File: config.mk
export PLATFORM = sky130hd
export DESIGN_NAME = bsrr_queue
export DESIGN_NICKNAME = d
export VERILOG_FILES = /design/src/rtl/bad_sector_run_remapper_defines.svh /design/src/rtl/bsrr_pkg.sv /design/src/rtl/bsrr_queue.sv
export SDC_FILE = /design/constraint.sdc
export NUM_CORES = 1
export LEC_CHECK = 0
export BUFFER_PORTS_ARGS = -buffer_cell sky130_fd_sc_hd__buf_2
export CAP_MARGIN = 20
export CORE_AREA = 2 2 139 141
export CTS_CLUSTER_DIAMETER = 30
export CTS_CLUSTER_SIZE = 24
export DETAILED_ROUTE_END_ITERATION = 8
export DIE_AREA = 0 0 141 143
export PLACE_DENSITY = 0.82
export RECOVER_POWER = 100
export SLEW_MARGIN = 20
export SYNTH_ARGS = -nofsm -noshare
export SYNTH_HDL_FRONTEND = slang
export SYNTH_SLANG_ARGS = --single-unit
File: constraint.sdc
create_clock -name clk -period 16.92 [get_ports clk]
set_input_delay 1.692 -clock clk [delete_from_list [all_inputs] [get_ports clk]]
set_output_delay 1.692 -clock clk [all_outputs]
set_load 0.01 [all_outputs]
File: src/rtl/bad_sector_run_remapper_defines.svh
// ----------------------------------------------------------------------------
// Bad-sector run remapper: assertion macros
// Shared helpers for the concurrent checks of the remapper, all clocked on
// clk and disabled while rst_n is low.
// ----------------------------------------------------------------------------
`ifndef BAD_SECTOR_RUN_REMAPPER_DEFINES_SVH
`define BAD_SECTOR_RUN_REMAPPER_DEFINES_SVH

// Same-cycle implication
`define BSRR_ASSERT_NOW(lbl, ante, cons, msg) \
  lbl: assert property (@(posedge clk) disable iff (!rst_n) (ante) |-> (cons)) \
    else $error(msg);

// Next-cycle implication
`define BSRR_ASSERT_NXT(lbl, ante, cons, msg) \
  lbl: assert property (@(posedge clk) disable iff (!rst_n) (ante) |=> (cons)) \
    else $error(msg);

`endif

File: src/rtl/bsrr_pkg.sv
// ----------------------------------------------------------------------------
// Bad-sector run remapper package
// Command codes, queued operation, table entry and sequencer state types.
// ----------------------------------------------------------------------------
package bsrr_pkg;

  localparam int SECTOR_W = 32;
  localparam int COUNT_W  = 7;
  localparam int Q_DEPTH  = 2;

  typedef enum logic [1:0] {
    CMD_CLEAR  = 2'd0,
    CMD_APPEND = 2'd1,
    CMD_REMAP  = 2'd2
  } cmd_t;

  // One classified item as it travels from front to back
  typedef struct packed {
    cmd_t                cmd;
    logic [SECTOR_W-1:0] start_sector;
    logic [COUNT_W-1:0]  sector_count;
    logic [SECTOR_W-1:0] bad_first;
    logic [SECTOR_W-1:0] bad_end;
    logic [SECTOR_W-1:0] alt_first;
  } op_t;

  // One bad-range table entry
  typedef struct packed {
    logic [SECTOR_W-1:0] bad_first;
    logic [SECTOR_W-1:0] bad_end;
    logic [SECTOR_W-1:0] alt_first;
  } entry_t;

  typedef enum logic [1:0] {
    ST_IDLE,
    ST_READ,
    ST_EVAL,
    ST_TAIL
  } back_state_t;

endpackage

File: src/rtl/bsrr_queue.sv
// ----------------------------------------------------------------------------
// Bad-sector run remapper operation queue
// Short FIFO between front and back so each side stalls on its own.
// ----------------------------------------------------------------------------
module bsrr_queue (
  input  logic          clk,
  input  logic          rst_n,
  input  logic          push,
  input  bsrr_pkg::op_t push_op,
  output logic          q_room,
  output logic          q_valid,
  output bsrr_pkg::op_t q_op,
  input  logic          pop
);
  import bsrr_pkg::*;

  localparam int PTR_W = (Q_DEPTH > 1) ? $clog2(Q_DEPTH) : 1;
  localparam int FILL_W = $clog2(Q_DEPTH + 1);

  op_t               slot_r [Q_DEPTH];
  logic [PTR_W-1:0]  wr_ptr_r, wr_ptr_nxt;
  logic [PTR_W-1:0]  rd_ptr_r, rd_ptr_nxt;
  logic [FILL_W-1:0] fill_r, fill_nxt;

  assign q_room  = (fill_r != FILL_W'(Q_DEPTH));
  assign q_valid = (fill_r != '0);
  assign q_op    = slot_r[rd_ptr_r];

  // Pointer and fill update
  always_comb begin
    wr_ptr_nxt = wr_ptr_r;
    rd_ptr_nxt = rd_ptr_r;
    fill_nxt   = fill_r;
    if (push) begin
      wr_ptr_nxt = (wr_ptr_r == PTR_W'(Q_DEPTH - 1)) ? '0 : wr_ptr_r + 1'b1;
    end
    if (pop) begin
      rd_ptr_nxt = (rd_ptr_r == PTR_W'(Q_DEPTH - 1)) ? '0 : rd_ptr_r + 1'b1;
    end
    case ({push, pop})
      2'b10:   fill_nxt = fill_r + 1'b1;
      2'b01:   fill_nxt = fill_r - 1'b1;
      default: fill_nxt = fill_r;
    endcase
  end

  always_ff @(posedge clk) begin
    if (!rst_n) begin
      wr_ptr_r <= '0;
      rd_ptr_r <= '0;
      fill_r   <= '0;
    end else begin
      wr_ptr_r <= wr_ptr_nxt;
      rd_ptr_r <= rd_ptr_nxt;
      fill_r   <= fill_nxt;
    end
  end

  // Slot storage, no reset needed
  always_ff @(posedge clk) begin
    if (push) begin
      slot_r[wr_ptr_r] <= push_op;
    end
  end

endmodule

==> results by group <==
Critical path
  – CP bufs+invs: 2
  – Startpoint class of the critical path: flip-flop
  – Required time worst endpoint: 15.23 ns
  – Crit path max-delay family: buffers and inverters
  – Worst setup EP type: output port
  – Class of the most critical setup path: flip-flop to output port
  – Peak fanout along the critical path: 69
  – Sequence of cells on the critical path: clkbuf_1 -> mux2_1 -> clkbuf_1
  – Slowest cell delay on critical path: 2.86 ns
  – Arrival time at the worst endpoint: ~6.5 ns
  – Highest-delay cell along the critical path: clkbuf_1
  – Most numerous cell on the critical path: clkbuf_1

Floorplanning
  – I/O Pins: 280
  – Initial standard-cell utilization of the core: 0.543
  – Std-Cell Rows: 50
  – Die H: 143 um
  – Floorplan core area: approximately 19000 sq um
  – Die ar.: 20200 sq um
  – Die Span X: between 100 and 150 um

Place
  – Half-perimeter wire length after detailed placement: 12.3 mm
  – Global placer's final weighted congestion: ~0.75
  – Input/output buffers: ~280
  – Post-Place Setup Slack: about 13 ns

Job
  – MaxCap Viol Count: 6

Power and ir drop
  – Leak Pwr: between 0.004 and 0.005 uW
  – Worst IR drop on VDD: roughly 0.097 mV
  – Tot Pwr: 1810 uW
  – Pwr per Cell Area: around 140 nW/um^2

Timing
  – Ratio of final minimum period to clock period: 0.486
  – Worst max-slew margin expressed relative to the limit: -2.18
  – Shortest period the worst path allows: 8.22 ns
  – Worst path setup slack after routing: 8.70 ns
  – Setup TNS: 0 ns
  – Final number of setup-violating endpoints: 0
  – Slew Viols, Final: 420
  – Number of hold-slack violations in the final timing report: 0
  – Pin slew with the least headroom to its limit: 4.77 ns
  – Maximum frequency from static timing analysis: 122 MHz
  – Unrepaired setup endpoints after global routing: false
  – Worst setup skew after layout: 0.0135 ns

Layout
  – Share of post-route cells with drive strength above 1: 0.182
  – Final Net Count: just over 900
  – Commonest cells after routing, fill and taps aside: 274 x edfxtp_1, 214 x clkbuf_1, 137 x mux2_1
  – Synth-to-layout area growth: 28.0%
  – Number of inserted diodes: 0
  – Most common cell after layout, fill and taps aside: edfxtp_1
  – Final core occ: 0.695

Route
  – Vias: 5264
  – 1st-iter DRT viols: 238
  – Detail-routed via count per cell: 5.10
  – Drt pass-1 iters: 4
  – Remaining routing DRC violations: 0
  – Number of antenna-violating nets in the routed design: 0
  – Routed length per instance: around 19 um
  – Final routed wirelength across all metal layers: 19.4 mm

Clock tree
  – CTS Hold Bufs: 0
  – Post-CTS sizing: 0
  – Clock tree from TritonCTS: yes
  – Maximum buffer depth of the clock tree: 3
  – Htree depth: 2
  – Source-to-sink clock delay at the later pin of the worst-skew pair: ~0.51 ns
  – Count of clock tree sinks: 279
  – Total CTS buffers: 46
  – Root buf cell: clkbuf_16
  – Clock-pin transition on the worst setup and hold timing paths: 0.05 ns
  – Number of setup buffers added after CTS: 0

Status
  – Failing checks: capacitance limit, slew limit
  – Run status: complete, but fails checks

Global routing
  – Fraction of met1 tracks used by global routing: 0.204
  – Most Crowded Layer GR: met2
  – Vias in the first global route: 5867
  – Met2 Resource Use GR: 0.324
  – Initial antenna violation count: 1
  – Remaining global-route overflow: 0
  – Maximum number of pins on one net before global-route repair: 85
  – Wire length of the first global-routing pass: around 29 mm
  – GR Util met3: 0.0630
  – All-layer global routing usage: 0.187

Synth
  – Syn. warnings: 0
  – Netlist Area Pre-Place: 10100 sq um
  – Number of cells produced by synthesis: 448
  – Average size of a mapped cell: roughly 23 sq um
  – Post-synthesis cell type count: 18
  – Syn Nets: 590
  – Count of state elements after synthesis: 279
  – Sequential cell area fraction in the yosys report: 0.826

Worst hold path
  – Class of the tightest hold or removal check: flip-flop to flip-flop
-- worst reg2reg max path, cell delays in order (launching register included) --
cell	delay, ns
dfxtp_1	0.34
and2_0	3.40
clkbuf_1	2.71
-- per-layer routing --
layer  vias to the layer above  share of wire
met1                      2557           0.37
met3                        50          0.079
met2                       233           0.51
met4                         2          0.035
met5                         -        0.00036
li1                       2422              -
-- path summary, 6_finish.rpt --
kind	startpoint	to	slack, ns	cells past startpoint
setup / recovery	flip-flop	q_op[109]	8.70	3
hold / removal	fill_r[1]$_SDFFE_PN0P_	fill_r[1]$_SDFFE_PN0P_	0.53	2
hold reg to reg	fill_r[1]$_SDFFE_PN0P_	fill_r[1]$_SDFFE_PN0P_	0.53	2
setup reg to reg	wr_ptr_r$_SDFFE_PN0P_	slot_r[1][122]$_DFFE_PP_	9.93	2
-- through the flow --
stage	hold WS (ns)	cell area (sq um)	instances
global route	0.545	12900	1032
finish	0.531	12900	1032
floorplan	0.465	10100	448
global placement	0.475	11700	950
CTS	0.522	13200	1032
detailed placement	0.515	11700	950
-- cell usage after synthesis (all sizes together) --
cell type | count | area (sq um)
inv | 1 | 3.75
or2 | 1 | 6.26
nand2b | 1 | 6.26
o21a | 1 | 7.51
xor2 | 1 | 8.76
and2 | 4 | 25.0
edfxtp | 274 | 8230
ha | 1 | 12.5
o21ai | 1 | 5.00
mux2 | 137 | 1540
a21boi | 1 | 7.51
xnor2 | 2 | 17.5
nor2 | 1 | 3.75
dfxtp | 5 | 100
nor2b | 1 | 6.26
buf | 15 | 100
or3 | 1 | 6.26
-- registers in the layout (all words and copies together) (netlist names), named ones only --
name and count:
slot_r 274, fill_r 2, rd_ptr_r 1, wr_ptr_r 1
-- cell type report --
cell class / instances / area [sq um]
repair buffers: 283 / 1160
flip-flops and latches: 279 / 8330
clock inverters: 29 / 277
inverters: 1 / 3.75
multi-input cells: 153 / 1660
well taps: 234 / 293
fillers: 1266 / 5670
clock buffers: 53 / 1200
-- report_power, final --
part	internal (uW)	switching, uW	total [uW]	leakage (uW)
Sequential	805	14.6	820	0.00261
Clock	568	298	866	0.000699
Combinational	51.5	75.7	127	0.00113
Total	1420	389	1810	0.00444
-- cell families (layout without fill, tap and decap cells) --
group	after synthesis	count (layout)	share of synthesized area
flops	279	279	0.826
mux	137	137	0.153
buf+inv	16	366	0.0103
simple gates	9	9	0.00533
compound gates	3	3	0.00198
xor+xnor	3	3	0.00261
fa+ha+maj	1	1	0.00124
(Power assumes the default switching activity.)
